### config.mk
export PLATFORM = sky130hd
export DESIGN_NAME = tbsi_geometry
export DESIGN_NICKNAME = d
export VERILOG_FILES = /design/src/tbsi_pkg.sv /design/src/tbsi_geometry.sv
export SDC_FILE = /design/constraint.sdc
export NUM_CORES = 1
export LEC_CHECK = 0
export BUFFER_PORTS_ARGS = -buffer_cell sky130_fd_sc_hd__buf_2
export CORE_MARGIN = 2
export CORE_UTILIZATION = 55
export CTS_BUF_LIST = sky130_fd_sc_hd__clkbuf_4 sky130_fd_sc_hd__clkbuf_8
export DETAILED_ROUTE_END_ITERATION = 12
export GPL_TIMING_DRIVEN = 0
export PLACE_DENSITY = 0.74
export SLEW_MARGIN = 10
export SYNTH_ARGS = -nofsm -noshare
export SYNTH_HDL_FRONTEND = slang
export SYNTH_SLANG_ARGS = --single-unit
export TNS_END_PERCENT = 10
### constraint.sdc
create_clock -name aclk -period 14.7 [get_ports aclk]
set_input_delay 2.94 -clock aclk [delete_from_list [all_inputs] [get_ports aclk]]
set_output_delay 2.94 -clock aclk [all_outputs]
set_load 0.02 [all_outputs]
### src/tbsi_pkg.sv
`timescale 1ns / 1ps
`default_nettype none
package tbsi_pkg;
    localparam int TableDepth = 16384;
    localparam int CountWidth = 24;
    localparam int MaxGrid    = 2048;

    typedef enum logic [1:0] {
        OP_COUNT   = 2'd0,
        OP_SCAN    = 2'd1,
        OP_SCATTER = 2'd2,
        OP_CLEAR   = 2'd3
    } op_t;

    typedef enum logic [2:0] {
        CFG_GRID_EXTENT = 3'd0,
        CFG_KERNEL_HALF = 3'd1,
        CFG_ORIGIN_U    = 3'd2,
        CFG_ORIGIN_V    = 3'd3,
        CFG_TILE_W_LOG2 = 3'd4,
        CFG_TILE_H_LOG2 = 3'd5,
        CFG_TILES_ROW   = 3'd6,
        CFG_TILES_USE   = 3'd7
    } cfg_idx_t;

    typedef enum logic [3:0] {
        ST_IDLE,
        ST_GEO,
        ST_TILE,
        ST_RD,
        ST_RDW,
        ST_WR,
        ST_SWEEP_RD,
        ST_SWEEP_WAIT,
        ST_SWEEP_WR,
        ST_OUT,
        ST_HOLD
    } state_t;

    // Point footprint geometry handed from the geometry unit to the sequencer.
    typedef struct packed {
        logic                skip;
        logic signed [21:0]  u0;
        logic signed [21:0]  v0;
        logic [1:0]          nu;
        logic [1:0]          nv;
    } geo_t;
endpackage
`default_nettype wire

### src/tbsi_geometry.sv
`timescale 1ns / 1ps
`default_nettype none
module tbsi_geometry #(
    parameter int MAX_GRID = tbsi_pkg::MaxGrid
) (
    input  wire logic               aclk,
    input  wire logic               start,
    input  wire logic signed [20:0] pos_u,
    input  wire logic signed [20:0] pos_v,
    input  wire logic [11:0]        grid_extent,
    input  wire logic [2:0]         kernel_half_width,
    input  wire logic signed [7:0]  origin_u,
    input  wire logic signed [7:0]  origin_v,
    input  wire logic [2:0]         lw_cfg,
    input  wire logic [2:0]         lh_cfg,
    output tbsi_pkg::geo_t          geo
);
    import tbsi_pkg::*;

    logic signed [21:0] gu, gv, ru, rv, lo_u, hi_u, lo_v, hi_v, su1, sv1;
    logic signed [21:0] ext, s;
    logic [2:0]         lw, lh;
    logic signed [21:0] u0, v0, u1, v1;
    geo_t               geo_reg;

    function automatic logic signed [21:0] rnd(input logic signed [20:0] p);
        logic signed [21:0] a;
        logic [21:0] m;
        begin
            a = {p[20], p};
            m = a[21] ? (-a) : a;
            m = (m + 22'd128) >> 8;
            rnd = a[21] ? -$signed(m) : $signed(m);
        end
    endfunction

    always_comb begin
        if ({10'd0, grid_extent} > 22'(MAX_GRID)) ext = 22'(MAX_GRID);
        else ext = {10'd0, grid_extent};
        s  = {19'd0, kernel_half_width};
        lw = (lw_cfg < 3'd4) ? 3'd4 : lw_cfg;
        lh = (lh_cfg < 3'd4) ? 3'd4 : lh_cfg;
        gu = rnd(pos_u) + (ext >>> 1);
        gv = rnd(pos_v) + (ext >>> 1);
        ru = gu - 22'(origin_u);
        rv = gv - 22'(origin_v);
        lo_u = ru - s;
        hi_u = ru + s;
        lo_v = rv - s;
        hi_v = rv + s;
        // floor by arithmetic shift; ceiling of (hi+1) = floor(hi)+1
        u0 = lo_u >>> lw;
        v0 = lo_v >>> lh;
        u1 = (hi_u >>> lw) + 22'sd1;
        v1 = (hi_v >>> lh) + 22'sd1;
        su1 = u1 - u0;
        sv1 = v1 - v0;
    end

    always_ff @(posedge aclk) begin
        if (start) begin
            geo_reg.skip <= (gu - s < 0) || (gu + s >= ext) || (gv - s < 0) || (gv + s >= ext);
            geo_reg.u0 <= u0;
            geo_reg.v0 <= v0;
            geo_reg.nu <= (su1 > 22'sd1) ? 2'd2 : 2'd1;
            geo_reg.nv <= (sv1 > 22'sd1) ? 2'd2 : 2'd1;
        end
    end
    assign geo = geo_reg;
endmodule
`default_nettype wire

==> metrics.md <==
| Metric | Value |
|---|---|
| Outcome | complete, no violations |
| DRT Pass-1 Iters | 5 |
| Crit path max fanout | 10 |
| Flop and latch count out of synthesis | 41 |
| # clock sinks | 41 |
| Arrival time at the worst endpoint | between 10 and 15 ns |
| GPL Wtd Cong | 0.927 |
| Slowest cell on the critical path | xnor3_2 |
| Post-synth EDFFs | about 40 |
| Area of the die | about 0.027 mm² |
| Grt met1 use | 0.375 |
| Worst setup EP type | flip-flop |
| CTS buffer count | 5 |
| Core Area | 0.0250 mm² |
| Post-Syn Nets | 2206 |
| Worst Tran Pin Value | 0.932 ns |
| Initial Util | 0.558 |
| Dpl hpwl | 30.2 mm |
| GRT met2 Usage | 0.465 |
| Relative slew slack | 0.379 |
| Crit share post-route | 0.952 |
| Inserted Diodes | 0 |
| Nets | ~2300 |
| Initial antenna violation count | 0 |
| Drt initial violations | 1014 |
| Met3 usage | 0.00965 |
| Req. time, crit path | 14.75 ns |
| Async set or reset register ratio after synthesis | 0 |
| Sw Pwr | 0.00149 W |
| Area Growth Syn to Fin | 10.3% |
| Number of flip-flops in the largest register | between 40 and 50 |
| Crit path time final | approximately 14 ns |
| Clock Power Share | 0.026 |
| Final WL | 36.9 mm |
| Final hold violations | 0 |
| FMAX | just over 70 MHz |
| Max-slew violation count | 0 |
| Leakage | 6.66 nW |
| H-tree Lvls | 2 |
| Synth Instances | between 1500 and 2000 |
| Port bufs | 114 |
| Clk pin slew, worst setup/hold paths | 0.08 ns |
| Hold Path Class | in -> reg |
| Logic pwr share | 0.902 |
| # hold bufs at CTS | 0 |
| Max VDD drop | 0.126 mV |
| Power Density | 178 mW/mm² |
| First-pass GRT wire length | 61.3 mm |
| Sequential area share after synthesis | 0.0881 |
| Drt wl/cell | 15.5 µm |
| Row cnt | 58 |
| Sw frac | 0.545 |
| GRT Total Usage | 0.271 |
| Top cell by count, worst path | o21ai_0 |
| Die X | 163 µm |
| Via density | 6.04 |
| Routed Antenna Nets | 0 |
| Die Ht | 163 µm |
| Number of global-route vias before repair | 13000 |
| Power Internal | roughly 0.0012 W |
| Fin worst setup slack | between 0.7 and 0.8 ns |
| Top_reg_cell synth | edfxtp_1 |
| DRC violations left | 0 |
| Max cap viols | 0 |
| Synthesized area per cell | roughly 7.2 µm² |
| Placed Cells | 2373 |
| Global route overflow | 0 |
| Layout cells sized above 1 | 0.127 |
| Cell variety after synth | around 100 |
| CP Launch Type | input pin |
| YS warnings | 0 |
| Final Non-Filler Cells | around 2400 |
| TritonCTS clock tree | done |
| I/O pins | 130 |
| Clock root buffer | clkbuf_8 |
| Gr busiest metal | met2 |
| Largest net degree at the start of global routing | 42 |
| Syn Std Cell Area | 0.0140 mm² |
| Routed via count | between 10000 and 15000 |
| Sequential share of power | 0.071 |
| Clock buffer depth | 2 |
| Final setup viols | 0 |
| Crit path kind | in -> reg |
| Pre-CTS WS | -1.05 ns |
| CP max stage delay | 0.49 ns |
[routing by layer]
layer,routed length (µm),vias to the layer above
li1,-,7324
met1,17700,6673
met2,17300,362
met3,1400,41
met4,587,0
met5,0,-
[worst max-delay path: cells and delay by family]
| kind | cells | cell delay [ns] |
|---|---|---|
| adder cells (fa/ha/maj) | 5 | 1.43 |
| buffers and inverters | 5 | 1.09 |
| AND/OR/NAND/NOR | 12 | 2.83 |
| AO/OA/AOI/OAI | 22 | 4.34 |
| XOR/XNOR | 5 | 1.32 |
| multiplexers | 1 | 0.08 |
[through the flow]
stage | instance area, µm² | TNS (ns) | utilization | power [W] | hold slack [ns]
6_report | 15400 | 0 | 0.616 | 0.00274 | 3.25
5_1_grt | 15400 | -0.0230 | 0.616 | 0.00304 | 3.27
4_1_cts | 15100 | 0 | 0.604 | 0.00267 | 3.24
3_5_place_dp | 15000 | -3.05 | 0.598 | 0.00257 | 3.38
3_3_place_gp | 15000 | -3.09 | 0.598 | 0.00251 | 3.38
2_1_floorplan | 14000 | 0 | - | 0.00207 | 3.05
[cell families (layout without fill, tap and decap cells)]
kind of cell    count (synthesis)  after routing  share of synthesized area
fa+ha+maj                     196            196                      0.180
xor+xnor                      194            194                      0.126
flops                          41             41                     0.0881
mux                            25             25                     0.0186
compound gates                528            528                      0.258
simple gates                  746            746                      0.273
buf+inv                       199            324                     0.0565
[synthesized netlist by cell type (7+ instances only)]
| master | n | area share |
|---|---|---|
| nor2b_1 | 22 | 0.0098 |
| clkbuf_1 | 65 | 0.017 |
| a211oi_1 | 22 | 0.012 |
| o211ai_1 | 18 | 0.0097 |
| fa_1 | 8 | 0.011 |
| inv_1 | 112 | 0.030 |
| nor3_1 | 73 | 0.026 |
| edfxtp_1 | 41 | 0.088 |
| o221ai_1 | 10 | 0.0063 |
| or4_1 | 7 | 0.0038 |
| nor3b_1 | 10 | 0.0054 |
| and3_1 | 16 | 0.0072 |
| a311oi_1 | 7 | 0.0044 |
| or3_1 | 29 | 0.013 |
| a21o_1 | 33 | 0.018 |
| nor4_1 | 18 | 0.0081 |
| nand4_1 | 22 | 0.0098 |
| o21ai_0 | 113 | 0.040 |
| xor2_1 | 68 | 0.043 |
| a211o_1 | 10 | 0.0063 |
| a31oi_1 | 23 | 0.010 |
| o21bai_1 | 17 | 0.0091 |
| a2111oi_0 | 7 | 0.0044 |
| buf_1 | 7 | 0.0019 |
| nor2_1 | 165 | 0.044 |
| o21ai_1 | 7 | 0.0025 |
| mux2_2 | 8 | 0.0064 |
| and2_1 | 23 | 0.010 |
| nand3_1 | 60 | 0.021 |
| o41ai_1 | 10 | 0.0063 |
| o31ai_1 | 21 | 0.011 |
| or2_2 | 25 | 0.011 |
| buf_4 | 8 | 0.0043 |
| ha_1 | 188 | 0.17 |
| mux2i_1 | 17 | 0.012 |
| a21boi_0 | 9 | 0.0048 |
| o21a_1 | 22 | 0.012 |
| nand2b_1 | 31 | 0.014 |
| nor4b_1 | 7 | 0.0044 |
| nand2_1 | 192 | 0.052 |
| a21oi_1 | 119 | 0.043 |
| xnor2_1 | 122 | 0.076 |
[area by class of cell]
class                           count  area, µm²
Multi-Input combinational cell   1689      12300
Tap cell                          330        413
Clock inverter                      1       3.75
Sequential cell                    41       1230
Inverter                          114        429
Buffer                             84        369
Timing Repair Buffer              119        608
Clock buffer                        6       76.3
Fill cell                        2375       9620
[repair_timing]
item | CTS | global route
buffers inserted | 0 | 5
endpoints found under the setup margin | 4 | 4
pin swaps | 0 | 4
gates resized for setup | 16 | 54
[power by group through the flow]
| stage | Clock [W] | Combinational (W) | Sequential [W] |
|---|---|---|---|
| after global placement | 0 | 0.00231 | 0.000197 |
| after global routing | 0.0000787 | 0.00276 | 0.000199 |
| after CTS | 0.0000757 | 0.00240 | 0.000196 |
| final | 0.0000724 | 0.00247 | 0.000195 |
| after detailed placement | 0 | 0.00237 | 0.000199 |
| after floorplan | 0 | 0.00182 | 0.000252 |
[cell usage in the layout, fill, tap and decap left out, types with 7 or more instances in the layout]
| cell type | n |
|---|---|
| o21bai_1 | 16 |
| nand2b_1 | 31 |
| edfxtp_1 | 41 |
| inv_1 | 112 |
| and2_1 | 23 |
| clkbuf_1 | 59 |
| mux2_2 | 8 |
| buf_4 | 13 |
| and3_1 | 16 |
| xor2_1 | 66 |
| nor3b_1 | 8 |
| nand3_1 | 58 |
| a211o_1 | 10 |
| o21a_1 | 22 |
| nand4_1 | 22 |
| o41ai_1 | 9 |
| o21ai_0 | 111 |
| mux2i_1 | 16 |
| or4_1 | 7 |
| fa_1 | 8 |
| nand2_1 | 192 |
| o31ai_1 | 21 |
| nor2_1 | 163 |
| o211ai_1 | 18 |
| nor4_1 | 16 |
| a21oi_1 | 118 |
| or3_1 | 29 |
| a211oi_1 | 19 |
| nor3_1 | 71 |
| or2_2 | 25 |
| a21boi_0 | 9 |
| o221ai_1 | 10 |
| xnor2_2 | 11 |
| xnor2_1 | 110 |
| nor2b_1 | 22 |
| buf_2 | 120 |
| ha_1 | 185 |
| a21o_1 | 33 |
| a31oi_1 | 23 |
[worst paths after layout]
| check | start | endpoint | slack (ns) | cells after the start |
|---|---|---|---|---|
| max | pos_v[20] | geo[1] | 0.70 | 50 |
| min | lw_cfg[1] | geo[41] | 3.25 | 4 |
Power figures use the tool's default switching activity.
